**config.mk**
```make
export PLATFORM = sky130hd
export DESIGN_NAME = fire_spread_cell_update
export DESIGN_NICKNAME = d
export VERILOG_FILES = /design/src/hdl/fsc_pkg.sv /design/src/hdl/fsc_age.sv /design/src/hdl/fsc_lane.sv /design/src/hdl/fsc_merge.sv /design/src/hdl/fire_spread_cell_update.sv
export SDC_FILE = /design/constraint.sdc
export NUM_CORES = 2
export LEC_CHECK = 0
export ABC_AREA = 1
export BUFFER_PORTS_ARGS = -buffer_cell sky130_fd_sc_hd__buf_2
export CORE_ASPECT_RATIO = 2
export CORE_UTILIZATION = 60
export CTS_CLUSTER_DIAMETER = 60
export DETAILED_ROUTE_END_ITERATION = 12
export PLACE_DENSITY = 0.79
export SLEW_MARGIN = 20
export SYNTH_ARGS = -nofsm -noshare
export SYNTH_HDL_FRONTEND = slang
export SYNTH_SLANG_ARGS = --single-unit
```
**constraint.sdc**
```tcl
create_clock -name i_clk -period 14.5 [get_ports i_clk]
set_input_delay 2.9 -clock i_clk [delete_from_list [all_inputs] [get_ports i_clk]]
set_output_delay 2.9 -clock i_clk [all_outputs]
set_load 0.005 [all_outputs]
```
**src/hdl/fsc_pkg.sv**
```systemverilog
// ============================================================================
// fsc_pkg: shared definitions for the fire-spread cell update
// Class codes, register indexes, the cell record and the configuration
// bundle, the distance rank of each neighbour lane and the spread weights.
// ============================================================================
package fsc_pkg;

    // Cell class codes. Code seven is unused and never spreads or ages.
    localparam logic [2:0] CLS_BARE      = 3'd0;
    localparam logic [2:0] CLS_IGNITION  = 3'd1;
    localparam logic [2:0] CLS_BURNING   = 3'd2;
    localparam logic [2:0] CLS_SMOULDER  = 3'd3;
    localparam logic [2:0] CLS_GRASSLAND = 3'd4;
    localparam logic [2:0] CLS_SAVANNA   = 3'd5;
    localparam logic [2:0] CLS_FOREST    = 3'd6;

    // Configuration register indexes.
    localparam logic [2:0] CFG_SPREAD_COEF   = 3'd0;
    localparam logic [2:0] CFG_BASE_PROB     = 3'd1;
    localparam logic [2:0] CFG_DECAY_STEP    = 3'd2;
    localparam logic [2:0] CFG_BURN_LOAD     = 3'd3;
    localparam logic [2:0] CFG_SMOULDER_LOAD = 3'd4;

    // Phase change limits of the burn timer.
    localparam logic [7:0] IGNITION_LIMIT = 8'd2;
    localparam logic [7:0] BURNING_LIMIT  = 8'd6;
    localparam logic [7:0] SMOULDER_LIMIT = 8'd16;

    localparam int PROB_FRAC_BITS_DEF = 16;
    localparam int NUM_LANES          = 8;

    // Distance rank of each neighbour, NW,N,NE,W,E,SW,S,SE.
    localparam int RANK_OF [NUM_LANES] = '{1, 0, 1, 2, 2, 3, 4, 3};

    typedef struct packed {
        logic [2:0]         cls;
        logic [7:0]         timer;
        logic signed [15:0] since;
    } t_cell;

    typedef struct packed {
        logic [2:0]  spread_coef;
        logic [15:0] base_prob;
        logic [15:0] decay_step;
        logic [7:0]  burn_load;
        logic [7:0]  smoulder_load;
    } t_cfg;

    // Keeps the low frac_bits bits of a 16-bit probability.
    function automatic logic [15:0] prob_mask(input int frac_bits);
        logic [15:0] m;
        for (int b = 0; b < 16; b++) begin
            m[b] = (b < frac_bits);
        end
        return m;
    endfunction

    // Five times the neighbour intensity times five times the cell weight.
    // Zero when the neighbour is no fire or the cell is no vegetation.
    function automatic logic [4:0] spread_weight(input logic [2:0] nb_cls,
                                                 input logic [2:0] cell_cls);
        logic [4:0] i5;
        logic [4:0] w5;
        case (nb_cls)
            CLS_IGNITION: i5 = 5'd3;
            CLS_BURNING:  i5 = 5'd5;
            CLS_SMOULDER: i5 = 5'd1;
            default:      i5 = 5'd0;
        endcase
        case (cell_cls)
            CLS_GRASSLAND: w5 = 5'd3;
            CLS_SAVANNA:   w5 = 5'd5;
            CLS_FOREST:    w5 = 5'd4;
            default:       w5 = 5'd0;
        endcase
        return 5'(i5 * w5);
    endfunction

endpackage

```
**src/hdl/fsc_age.sv**
```systemverilog
// ============================================================================
// fsc_age: cell ageing
// Advances the burn and since-burn timers and walks a fire cell through
// ignition, burning, smouldering and bare soil. Result is held in stage A.
// ============================================================================
module fsc_age
    import fsc_pkg::*;
(
    input  logic               i_clk,
    input  logic               i_en,
    input  t_cfg               i_cfg,
    input  logic [2:0]         i_cls,
    input  logic [7:0]         i_timer,
    input  logic signed [15:0] i_since,
    output logic [2:0]         o_aged_cls,
    output t_cell              o_cell
);

    t_cell n_cell;
    t_cell r_cell;

    // Ageing steps run in order, so one beat may pass several phases.
    always_comb begin
        n_cell.cls   = i_cls;
        n_cell.timer = i_timer;
        n_cell.since = i_since;
        if ((i_cls == CLS_IGNITION || i_cls == CLS_BURNING || i_cls == CLS_SMOULDER)
            && i_timer != 8'hFF) begin
            n_cell.timer = i_timer + 8'd1;
        end
        if (i_cls == CLS_BARE && i_since != 16'sh7FFF) begin
            n_cell.since = i_since + 16'sd1;
        end
        if (n_cell.cls == CLS_IGNITION && n_cell.timer > IGNITION_LIMIT) begin
            n_cell.cls   = CLS_BURNING;
            n_cell.since = -16'sd1;
            n_cell.timer = i_cfg.burn_load;
        end
        if (n_cell.cls == CLS_BURNING && n_cell.timer > BURNING_LIMIT) begin
            n_cell.cls   = CLS_SMOULDER;
            n_cell.since = -16'sd1;
            n_cell.timer = i_cfg.smoulder_load;
        end
        if (n_cell.cls == CLS_SMOULDER && n_cell.timer > SMOULDER_LIMIT) begin
            n_cell.cls   = CLS_BARE;
            n_cell.since = 16'sd0;
            n_cell.timer = 8'd0;
        end
    end

    // Stage A holding register.
    always_ff @(posedge i_clk) begin
        if (i_en) begin
            r_cell <= n_cell;
        end
    end

    assign o_aged_cls = n_cell.cls;
    assign o_cell     = r_cell;

endmodule

```
**src/hdl/fsc_lane.sv**
```systemverilog
// ============================================================================
// fsc_lane: one neighbour's spread test
// Stage A forms (base - decay*rank) * intensity * weight and 25 times the
// random fraction; stage B scales by the spread coefficient and compares.
// ============================================================================
module fsc_lane
    import fsc_pkg::*;
#(
    parameter int PROB_FRAC_BITS = PROB_FRAC_BITS_DEF,
    parameter int RANK           = 0
) (
    input  logic        i_clk,
    input  logic        i_en,
    input  t_cfg        i_cfg,
    input  logic [2:0]  i_cell_cls,
    input  logic [2:0]  i_nb_cls,
    input  logic [15:0] i_rand,
    output logic        o_hit
);

    localparam logic [15:0] MASK = prob_mask(PROB_FRAC_BITS);

    logic [15:0]        base_m;
    logic [15:0]        decay_m;
    logic [15:0]        rand_m;
    logic [18:0]        decay_rank;
    logic signed [19:0] diff;
    logic [4:0]         weight;
    logic signed [24:0] n_prod;
    logic [20:0]        n_r25;
    logic signed [24:0] r_prod;
    logic [20:0]        r_r25;
    logic signed [28:0] thr;

    // Stage A: rank-adjusted probability times the intensity and weight.
    always_comb begin
        base_m     = i_cfg.base_prob & MASK;
        decay_m    = i_cfg.decay_step & MASK;
        rand_m     = i_rand & MASK;
        decay_rank = 19'(decay_m) * 19'(RANK);
        diff       = $signed({4'b0, base_m}) - $signed({1'b0, decay_rank});
        weight     = spread_weight(i_nb_cls, i_cell_cls);
        n_prod     = 25'(diff) * $signed(25'(weight));
        n_r25      = (21'(rand_m) << 4) + (21'(rand_m) << 3) + 21'(rand_m);
    end

    always_ff @(posedge i_clk) begin
        if (i_en) begin
            r_prod <= n_prod;
            r_r25  <= n_r25;
        end
    end

    // Stage B: a negative threshold never fires since the fraction is non-negative.
    assign thr   = 29'(r_prod) * $signed(29'(i_cfg.spread_coef));
    assign o_hit = $signed({8'b0, r_r25}) < thr;

endmodule

```
**src/hdl/fsc_merge.sv**
```systemverilog
// ============================================================================
// fsc_merge: lane merge and output register
// ORs the lane hits, applies ignition to the aged cell and holds the result
// beat until the receiver takes it.
// ============================================================================
module fsc_merge
    import fsc_pkg::*;
(
    input  logic                      i_clk,
    input  logic                      i_rst_n,
    input  logic                      i_valid,
    input  logic [NUM_LANES-1:0]      i_hit,
    input  t_cell                     i_cell,
    input  logic                      i_stall,
    output logic                      o_ready,
    output logic                      o_valid,
    output t_cell                     o_cell
);

    logic  r_valid;
    t_cell r_cell;
    t_cell n_cell;

    // Any lane hit ignites the cell.
    always_comb begin
        n_cell = i_cell;
        if (|i_hit) begin
            n_cell.cls   = CLS_IGNITION;
            n_cell.timer = 8'd0;
            n_cell.since = -16'sd1;
        end
    end

    // The output register frees when empty or when its beat is taken.
    assign o_ready = !r_valid || !i_stall;

    always_ff @(posedge i_clk) begin
        if (!i_rst_n) begin
            r_valid <= 1'b0;
        end else if (o_ready) begin
            r_valid <= i_valid;
        end
    end

    always_ff @(posedge i_clk) begin
        if (o_ready && i_valid) begin
            r_cell <= n_cell;
        end
    end

    assign o_valid = r_valid;
    assign o_cell  = r_cell;

endmodule

```
**src/hdl/fire_spread_cell_update.sv**
```systemverilog
// ============================================================================
// fire_spread_cell_update: forest-fire lattice cell update
// Ages one cell and tests its eight neighbours for fire spread in parallel
// lanes, then merges the lane results into the cell's next value.
// ============================================================================
// Usage:
// The input channel carries one cell per beat (i_valid, o_stall): its class,
// timers, eight neighbour classes and eight random fractions. The output
// channel (o_valid, i_stall) returns the updated cell, one beat per input.
// A beat is taken at a clock edge with valid high and stall low.
// An input beat passes stage A and stage B before output valid: stage A holds
// the aged cell and each lane's weighted probability, stage B scales, compares,
// merges and loads the output register. One cell is accepted every cycle
// while o_stall is low; each lane's stage A multiplier sets the clock.
// A held output beat does not stop stage A: a new cell is still taken while
// stage A is free, and o_stall rises only when both stages are full.
// Configuration writes (i_cfg_valid, o_cfg_ready, always ready) are registered
// and must only be made while the block is empty.
// Synchronous active-low reset empties both stages and loads the default
// register values; no clearing pass is needed.
// ============================================================================
module fire_spread_cell_update
    import fsc_pkg::*;
#(
    parameter int PROB_FRAC_BITS = PROB_FRAC_BITS_DEF
) (
    input  logic               i_clk,
    input  logic               i_rst_n,
    input  logic               i_valid,
    output logic               o_stall,
    input  logic [2:0]         i_cell_class,
    input  logic [7:0]         i_burn_timer,
    input  logic signed [15:0] i_since_burn_timer,
    input  logic [23:0]        i_neighbour_classes,
    input  logic [63:0]        i_random_upper,
    input  logic [63:0]        i_random_lower,
    output logic               o_valid,
    input  logic               i_stall,
    output logic [2:0]         o_new_class,
    output logic [7:0]         o_new_burn_timer,
    output logic signed [15:0] o_new_since_burn_timer,
    input  logic               i_cfg_valid,
    output logic               o_cfg_ready,
    input  logic [2:0]         i_cfg_index,
    input  logic [15:0]        i_cfg_data
);

    t_cfg                 r_cfg;
    logic                 r_a_valid;
    logic                 a_ready;
    logic                 accept;
    logic [2:0]           aged_cls;
    t_cell                a_cell;
    t_cell                out_cell;
    logic [NUM_LANES-1:0] hit;

    // Configuration registers.
    assign o_cfg_ready = 1'b1;

    always_ff @(posedge i_clk) begin
        if (!i_rst_n) begin
            r_cfg.spread_coef   <= 3'd1;
            r_cfg.base_prob     <= 16'd10486;
            r_cfg.decay_step    <= 16'd2621;
            r_cfg.burn_load     <= 8'd3;
            r_cfg.smoulder_load <= 8'd7;
        end else if (i_cfg_valid && o_cfg_ready) begin
            case (i_cfg_index)
                CFG_SPREAD_COEF:   r_cfg.spread_coef   <= i_cfg_data[2:0];
                CFG_BASE_PROB:     r_cfg.base_prob     <= i_cfg_data;
                CFG_DECAY_STEP:    r_cfg.decay_step    <= i_cfg_data;
                CFG_BURN_LOAD:     r_cfg.burn_load     <= i_cfg_data[7:0];
                CFG_SMOULDER_LOAD: r_cfg.smoulder_load <= i_cfg_data[7:0];
                default: ;
            endcase
        end
    end

    // Stage A takes a beat whenever it is empty or moving on.
    assign o_stall = r_a_valid && !a_ready;
    assign accept  = i_valid && !o_stall;

    always_ff @(posedge i_clk) begin
        if (!i_rst_n) begin
            r_a_valid <= 1'b0;
        end else if (!o_stall) begin
            r_a_valid <= i_valid;
        end
    end

    // Ageing of the centre cell.
    fsc_age u_age (
        .i_clk      (i_clk),
        .i_en       (accept),
        .i_cfg      (r_cfg),
        .i_cls      (i_cell_class),
        .i_timer    (i_burn_timer),
        .i_since    (i_since_burn_timer),
        .o_aged_cls (aged_cls),
        .o_cell     (a_cell)
    );

    // One spread lane per neighbour.
    for (genvar g = 0; g < NUM_LANES; g++) begin : g_lane
        logic [15:0] lane_rand;
        if (g < NUM_LANES / 2) begin : g_up
            assign lane_rand = i_random_upper[16*g +: 16];
        end else begin : g_lo
            assign lane_rand = i_random_lower[16*(g-NUM_LANES/2) +: 16];
        end
        fsc_lane #(
            .PROB_FRAC_BITS (PROB_FRAC_BITS),
            .RANK           (RANK_OF[g])
        ) u_lane (
            .i_clk      (i_clk),
            .i_en       (accept),
            .i_cfg      (r_cfg),
            .i_cell_cls (aged_cls),
            .i_nb_cls   (i_neighbour_classes[3*g +: 3]),
            .i_rand     (lane_rand),
            .o_hit      (hit[g])
        );
    end

    // Merge and output register.
    fsc_merge u_merge (
        .i_clk   (i_clk),
        .i_rst_n (i_rst_n),
        .i_valid (r_a_valid),
        .i_hit   (hit),
        .i_cell  (a_cell),
        .i_stall (i_stall),
        .o_ready (a_ready),
        .o_valid (o_valid),
        .o_cell  (out_cell)
    );

    assign o_new_class            = out_cell.cls;
    assign o_new_burn_timer       = out_cell.timer;
    assign o_new_since_burn_timer = out_cell.since;

    // An accepted beat always occupies stage A on the next cycle.
    a_accept_lands: assert property (@(posedge i_clk) disable iff (!i_rst_n)
        accept |=> r_a_valid)
        else $error("accepted beat did not reach stage A");

    // The input side is never held off while stage A is empty.
    a_no_false_stall: assert property (@(posedge i_clk) disable iff (!i_rst_n)
        !r_a_valid |-> !o_stall)
        else $error("input stalled with stage A empty");

    // A stage A beat moves to the output when the receiver is not stalling.
    a_stage_moves: assert property (@(posedge i_clk) disable iff (!i_rst_n)
        r_a_valid && !i_stall |=> o_valid)
        else $error("stage A beat lost on the way to the output");

endmodule

```
======== Word-level counts from Yosys, hierarchy flattened ========
Cells that the tools add are included.
cells by class
  add/sub/neg operators ................... 22
  multiply operators ...................... 25
  $lt $le $gt $ge ......................... 11
  eq/ne operators ......................... 38
  muxes and demuxes ....................... 14
  reductions and logical operators ........ 23
operator list
  kind                     number
  $lt A22 B29 Y1           8
  $mul A25 B4 Y29          7
  $add A20 B19 Y21         8
  $add A21 B16 Y21         8
  $mux W27                 3
  $pmux W3 S3              9
  $mul A19 B6 Y25          3
  $eq A3 B2 Y1 const B     22
  $mul A18 B6 Y24          2
  $mul A17 B6 Y23          2
  $sub A16 B18 Y19         2
  $eq A3 B1 Y1 const B     10
  $mul A5 B5 Y5            6
  $mul A21 B3 Y24          1
  $mul A16 B5 Y21          1
  $mul A16 B2 Y18 const B  1
  $sub A16 B17 Y18         1
  $sub A16 B16 Y17         1
  $add A16 B2 Y16 const B  1
  $mux W16                 1
  $ne A16 B16 Y1 const B   1
  $eq A3 B3 Y1 const B     4
  $mul A5 B3 Y5            2
  $reduce_and A2 Y1        5
  11 further kinds         24
storage, ports and cells
  register bits ........................... 471
  bits of input ports ..................... 203
  output and inout port bits .............. 30
  logic and storage cells ................. 162

======== Depth between registers and ports, before layout ========
  depth after elaboration ................. 18
  mapped depth ............................ 38
  gate-level depth less buffers ........... 38

======== By module ========
Synthesis repeated with hierarchy kept, for this count alone.
second synthesis, totals
  cell total of the unflattened synthesis .. 12113
  area total of the unflattened synthesis .. 87416.3 um^2
modules (own cells, without submodules)
  module                        times used  cells an instance  area an instance (um^2)  seq. area each (um^2)
  fsc_lane at g_lane[7].u_lane  1           1539               11146.9                  1381.3
  fsc_lane at g_lane[5].u_lane  1           1514               11005.6                  1381.3
  fsc_lane at g_lane[6].u_lane  1           1489               10637.7                  1381.3
  fsc_lane at g_lane[3].u_lane  1           1477               10558.9                  1351.3
  fsc_lane at g_lane[4].u_lane  1           1482               10443.8                  1351.3
  fsc_lane at g_lane[0].u_lane  1           1428               10257.3                  1321.3
  fsc_lane at g_lane[2].u_lane  1           1420               10105.9                  1321.3
  fsc_lane at g_lane[1].u_lane  1           1042               7778.7                   1261.2
  fsc_age                       1           331                2262.2                   810.8
  fire_spread_cell_update       1           295                2098.3                   1041.0
  fsc_merge                     1           96                 1121.1                   830.8

======== Worst setup path after synthesis ========
OpenSTA, ideal clock, no wires.
  path kind ............................... input-to-reg
  start ................................... in i_stall
  end ..................................... reg g_lane[0].u_lane.r_prod[0] (enable)
  setup time .............................. 0.734 ns
  arrival time ............................ 10.559 ns
  required time ........................... 13.766 ns
  setup slack ............................. 3.207 ns
  stages .................................. 5
  path buffers ............................ 0
  cell sequence ........................... nand2_1 -> nor2_1 -> inv_1 -> nand2_1 -> inv_1
on the way
  word-level cells in the longest chain between the ends .. 6
ends and longest elaborated chain
  item                    RTL line                       RTL
  start: declaration      fire_spread_cell_update.sv:38  input logic i_stall,
  $logic_not A1 Y1        fsc_merge.sv:35                assign o_ready = !r_valid || !i_stall;
  $logic_or A1 B1 Y1      fsc_merge.sv:35
  $logic_not A1 Y1        fire_spread_cell_update.sv:80  assign o_stall = r_a_valid && !a_ready;
  $logic_and A1 B1 Y1     fire_spread_cell_update.sv:80
  net o_stall             fire_spread_cell_update.sv:30  output logic o_stall,
  $logic_not A1 Y1        -
  $logic_and A1 B1 Y1     fire_spread_cell_update.sv:81  assign accept = i_valid && !o_stall;
  net accept              fire_spread_cell_update.sv:51  logic accept;
  end signal: assignment  fsc_lane.sv:49                 r_prod <= n_prod;
  end: declaration        fsc_lane.sv:31                 logic signed [24:0] r_prod;
The timed path passes the listed nets, and every way through them passes these cells.
A chain may end at the register's enable or synchronous reset.

======== Worst setup path after layout ========
  start ................................... in i_cell_class[1]
  end ..................................... reg g_lane[2].u_lane.r_prod[23], data pin
on the way
  word-level cells in the longest chain between the ends .. 18
  elaborated cells between the ends (all ways) .. 24
  those cells by class .................... mul (2); order compare (3); eq/ne (8); mux (5); reduce/logical (6)
ends and longest elaborated chain
  item                                          RTL line                       RTL
  start: declaration                            fire_spread_cell_update.sv:31  input logic [2:0] i_cell_class,
  $eq A3 B1 Y1 or $eq A3 B2 Y1 (tied branches)  fsc_age.sv:27, fsc_age.sv:34
  $logic_or A1 B1 Y1 (2 in series)              fsc_age.sv:27                  if ((i_cls == CLS_IGNITION || i_cls == CLS_BURNING || i_cls == CLS_SMOULDER)
  $logic_and A1 B1 Y1                           fsc_age.sv:28                  && i_timer != 8'hFF) begin
  $mux W8                                       fsc_age.sv:27
  $gt A8 B2 Y1                                  fsc_age.sv:34                  if (n_cell.cls == CLS_IGNITION && n_cell.timer > IGNITION_LIMIT) begin
  $logic_and A1 B1 Y1                           fsc_age.sv:34
  $mux W27 *                                    fsc_age.sv:34
  $gt A8 B3 Y1 or $eq A3 B2 Y1 (tied branches)  fsc_age.sv:39                  if (n_cell.cls == CLS_BURNING && n_cell.timer > BURNING_LIMIT) begin
  [... 2 more ...]                              -
  $gt A8 B5 Y1 or $eq A3 B2 Y1 (tied branches)  fsc_age.sv:44                  if (n_cell.cls == CLS_SMOULDER && n_cell.timer > SMOULDER_LIMIT) begin
  $logic_and A1 B1 Y1                           fsc_age.sv:44
  $mux W27 *                                    fsc_age.sv:44
  $eq A3 B3 Y1                                  fsc_pkg.sv:70                  case (cell_cls)
  $pmux W3 S3 *                                 fsc_pkg.sv:70
  $mul A5 B5 Y5 *                               fsc_pkg.sv:76                  return 5'(i5 * w5);
  $mul A17 B6 Y23 *                             fsc_lane.sv:43                 n_prod = 25'(diff) * $signed(25'(weight));
  net g_lane[2].u_lane.n_prod[22]               fsc_lane.sv:29                 logic signed [24:0] n_prod;
  end signal: assignment                        fsc_lane.sv:49
  end: declaration                              fsc_lane.sv:31
Mark *: on every way through the listed nets, which the timed path passes. The rest lies on a longest branch.

==> flow_summary.json <==
{
  "rows": 184,
  "synth_top_family_by_area": "adder cells",
  "fin_ws_ns": 3.80,
  "cp_max_fo": 17,
  "fin_area_sq_um": 81000,
  "status": "complete, no violations",
  "synthAdderAreaFrac_pct": 39.0,
  "yosysSeqAreaShare_pct": 17.6,
  "wire_per_inst_um": 16.5,
  "ys_ff_latch": 465,
  "cts_buffers": 52,
  "die_x_um": 254,
  "grt_max_degree": 169,
  "synthTopCellsByArea": "fa_1 20%, ha_1 19%, edfxtp_1 16%",
  "syn-instance-count": 9669,
  "post_cts_resized": 0,
  "numPortBuffers": 231,
  "drc": 0,
  "ys_warn_count": 0,
  "post_drt_via_cell_ratio": 5.43,
  "synthTopCellsByCount": "2,413 x inv_1, 1,887 x nand2_1, 1,165 x ha_1",
  "hold_viol": 0,
  "grt_pass1_wl_mm": 312,
  "area_delta_synth_final_pct": 6.21,
  "tightest_slew_ns": 1.06,
  "r2r-end": "g_lane[7].u_lane.r_prod[24]",
  "synthArstFlopShare_pct": 0,
  "path_class": "in -> reg",
  "clock_latency_ns": 0.69,
  "ys_types": 61,
  "drt_wl_total_mm": 191,
  "cts_tree": "built",
  "htree_levels": 2,
  "fin_cells": 11563,
  "final_nets": 11955,
  "power_density_nw_per_um2": 73.4,
  "postRouteAntennaNets": 0,
  "drt_iter0_drc": 2810,
  "critPathRequiredTime_ns": 14.92,
  "grt-ovfl-total": 0,
  "worst_setup_path_end_kind": "flip-flop",
  "hold_buffers": 0,
  "yosys.area_share.xor_xnor_pct": 5.50,
  "synth_mux_area_share_pct": 0,
  "place_area_sq_um": 79200,
  "synth.most_common_cell": "inv_1",
  "initial_utilization_pct": 60.5,
  "fp.dieH_um": 506,
  "ir_drop_uv": 96.3,
  "grt_pass1_vias": 66251,
  "place_inst": 11450,
  "crit_path_start": "i_cell_class[1]",
  "yosysTopAreaCellShare_pct": 19.9,
  "holdPathStages": 2,
  "clk_pin_slew_ns": 0.07,
  "worst-r2r-setup-slack_ns": 6.33,
  "gp_congestion": 0.965,
  "cts.sinks": 465,
  "io_pins": 233,
  "post_cts_buffers": 0,
  "synthSimpleGateAreaFrac_pct": 16.2,
  "track_usage_pct": 30.4,
  "cpMostUsedCell": "inv_1",
  "via_count": 62748,
  "antenna_found_initial": 19,
  "core-area_sq_um": 126000,
  "synth_ff_type": "edfxtp_1",
  "synth_compound_area_share_pct": 8.74,
  "slowest_stage": "nor2_1",
  "drive_gt1_share_pct": 5.01,
  "drt-pass1-iter-count": 8,
  "post-route-period-util_pct": 73.8,
  "finClkSkew_ns": 0.0372,
  "endpoint": "g_lane[2].u_lane.r_prod[23]",
  "setup_viol": 0,
  "tns_ns": 0,
  "fmax_mhz": 93.4,
  "nFillCells": 10934,
  "rsz0062_at_grt": "false",
  "slew_viol_final": 0,
  "clock_path_buffers": 3,
  "max_stage_delay_ns": 0.72,
  "cp-start-kind": "input port",
  "r2r.worst_path.cells": 32,
  "hold_class": "reg -> reg",
  "synth_area_leader_cell": "fa_1",
  "power.leakage_uw": 0.0442,
  "synth_edf_count": 412,
  "period_minus_slack_ns": 10.70,
  "avgSynthCellArea_sq_um": 7.89,
  "regToRegStartpoint": "r_cfg[32]",
  "dieArea_sq_um": 129000,
  "drv_cap": 0,
  "pre_cts_ws_ns": 3.27,
  "crit_arrival_ns": 11.13,
  "syn-num-nets": 11794,
  "netlist_area_sq_um": 76200,
  "relSlewSlack_pct": 29.6,
  "dp_hpwl_mm": 160,
  "cts_root_buffer": "clkbuf_16"
}
[power by group]
part,switching [uW],internal (uW),total [uW]
Combinational,1710,1000,2710
Clock,647,739,1390
Sequential,128,1720,1850
Total,2480,3460,5950
[cells by family after synthesis]
logic type / Yosys count
compound gates: 1200
xor+xnor: 479
fa+ha+maj: 1922
buf+inv: 2607
flops: 465
other cells: 1
simple gates: 2995
[worst max-delay path, delay by kind of cell]
kind	cells	cell delay, ns
AOI/OAI and AO/OA	9	2.06
buffers and inverters	8	1.48
xor gates and xnor gates	2	0.32
and+or+nand+nor	7	1.70
adders and majority gates	7	2.62
[worst min-delay path by stage]
stage          startpoint   endpoint  slack, ns
6_report        r_cfg[11]  r_cfg[11]       0.46
5_1_grt         r_cfg[13]  r_cfg[13]       0.49
4_1_cts         r_cfg[11]  r_cfg[11]       0.46
3_5_place_dp    r_cfg[11]  r_cfg[11]       0.45
3_3_place_gp    r_cfg[12]  r_cfg[12]       0.44
2_1_floorplan   r_cfg[11]  r_cfg[11]       0.42
[cell type report]
| class | count | area, sq um | area share [%] |
|---|---|---|---|
| well taps | 1674 | 2090 | 2.59 |
| multi-input cells | 6597 | 53000 | 65.4 |
| clock buffers | 55 | 1310 | 1.62 |
| clock inverters | 42 | 462 | 0.570 |
| repair buffers | 268 | 1450 | 1.79 |
| diodes | 16 | 40.0 | 0.0494 |
| inverters | 2446 | 9190 | 11.4 |
| flip-flops and latches | 465 | 13400 | 16.6 |
[routing by layer]
layer | GRT usage (%) | part of all wire, % | up-vias
met4 | 20.0 | 7.3 | 26
li1 | - | - | 30450
met3 | 3.61 | 3.9 | 666
met5 | 0 | 0.097 | -
met1 | 29.0 | 34 | 30077
met2 | 59.5 | 55 | 1529
[metrics by stage]
| stage | total power [uW] | hold slack, ns | utilization [%] |
|---|---|---|---|
| floorplan | 3800 | 0.425 | - |
| global placement | 4450 | 0.444 | 62.9 |
| detailed placement | 4560 | 0.449 | 62.9 |
| CTS | 5970 | 0.459 | 64.3 |
| global route | 6390 | 0.488 | 64.3 |
| finish | 5950 | 0.456 | 64.3 |
[state kept, by name, indices dropped and copies added (netlist names)]
| name | count |
|---|---|
| u_merge.o_cell | 27 |
| g_lane.u_lane.r_r25 | 168 |
| u_merge.o_valid | 1 |
| u_age.o_cell | 27 |
| r_cfg | 51 |
| r_a_valid | 1 |
| g_lane.u_lane.r_prod | 190 |
[layout by cell type, fill, tap and decap left out, types with 22 or more instances in the layout]
master / instances
inv_1: 2412
nand2_1: 1887
ha_1: 1165
fa_1: 757
a21oi_1: 651
nor2_1: 574
edfxtp_1: 412
xor2_1: 302
o21ai_0: 280
nand3_1: 238
buf_2: 231
xnor2_1: 177
nand4_1: 83
nor3_1: 52
clkbuf_16: 52
dfxtp_1: 50
or2_2: 48
a21o_1: 45
a31oi_1: 43
a21boi_0: 36
buf_4: 36
o211ai_1: 35
o21bai_1: 33
nor4_1: 27
nand2_2: 23
inv_2: 22
No activity file was read; power rests on OpenSTA's default activity.
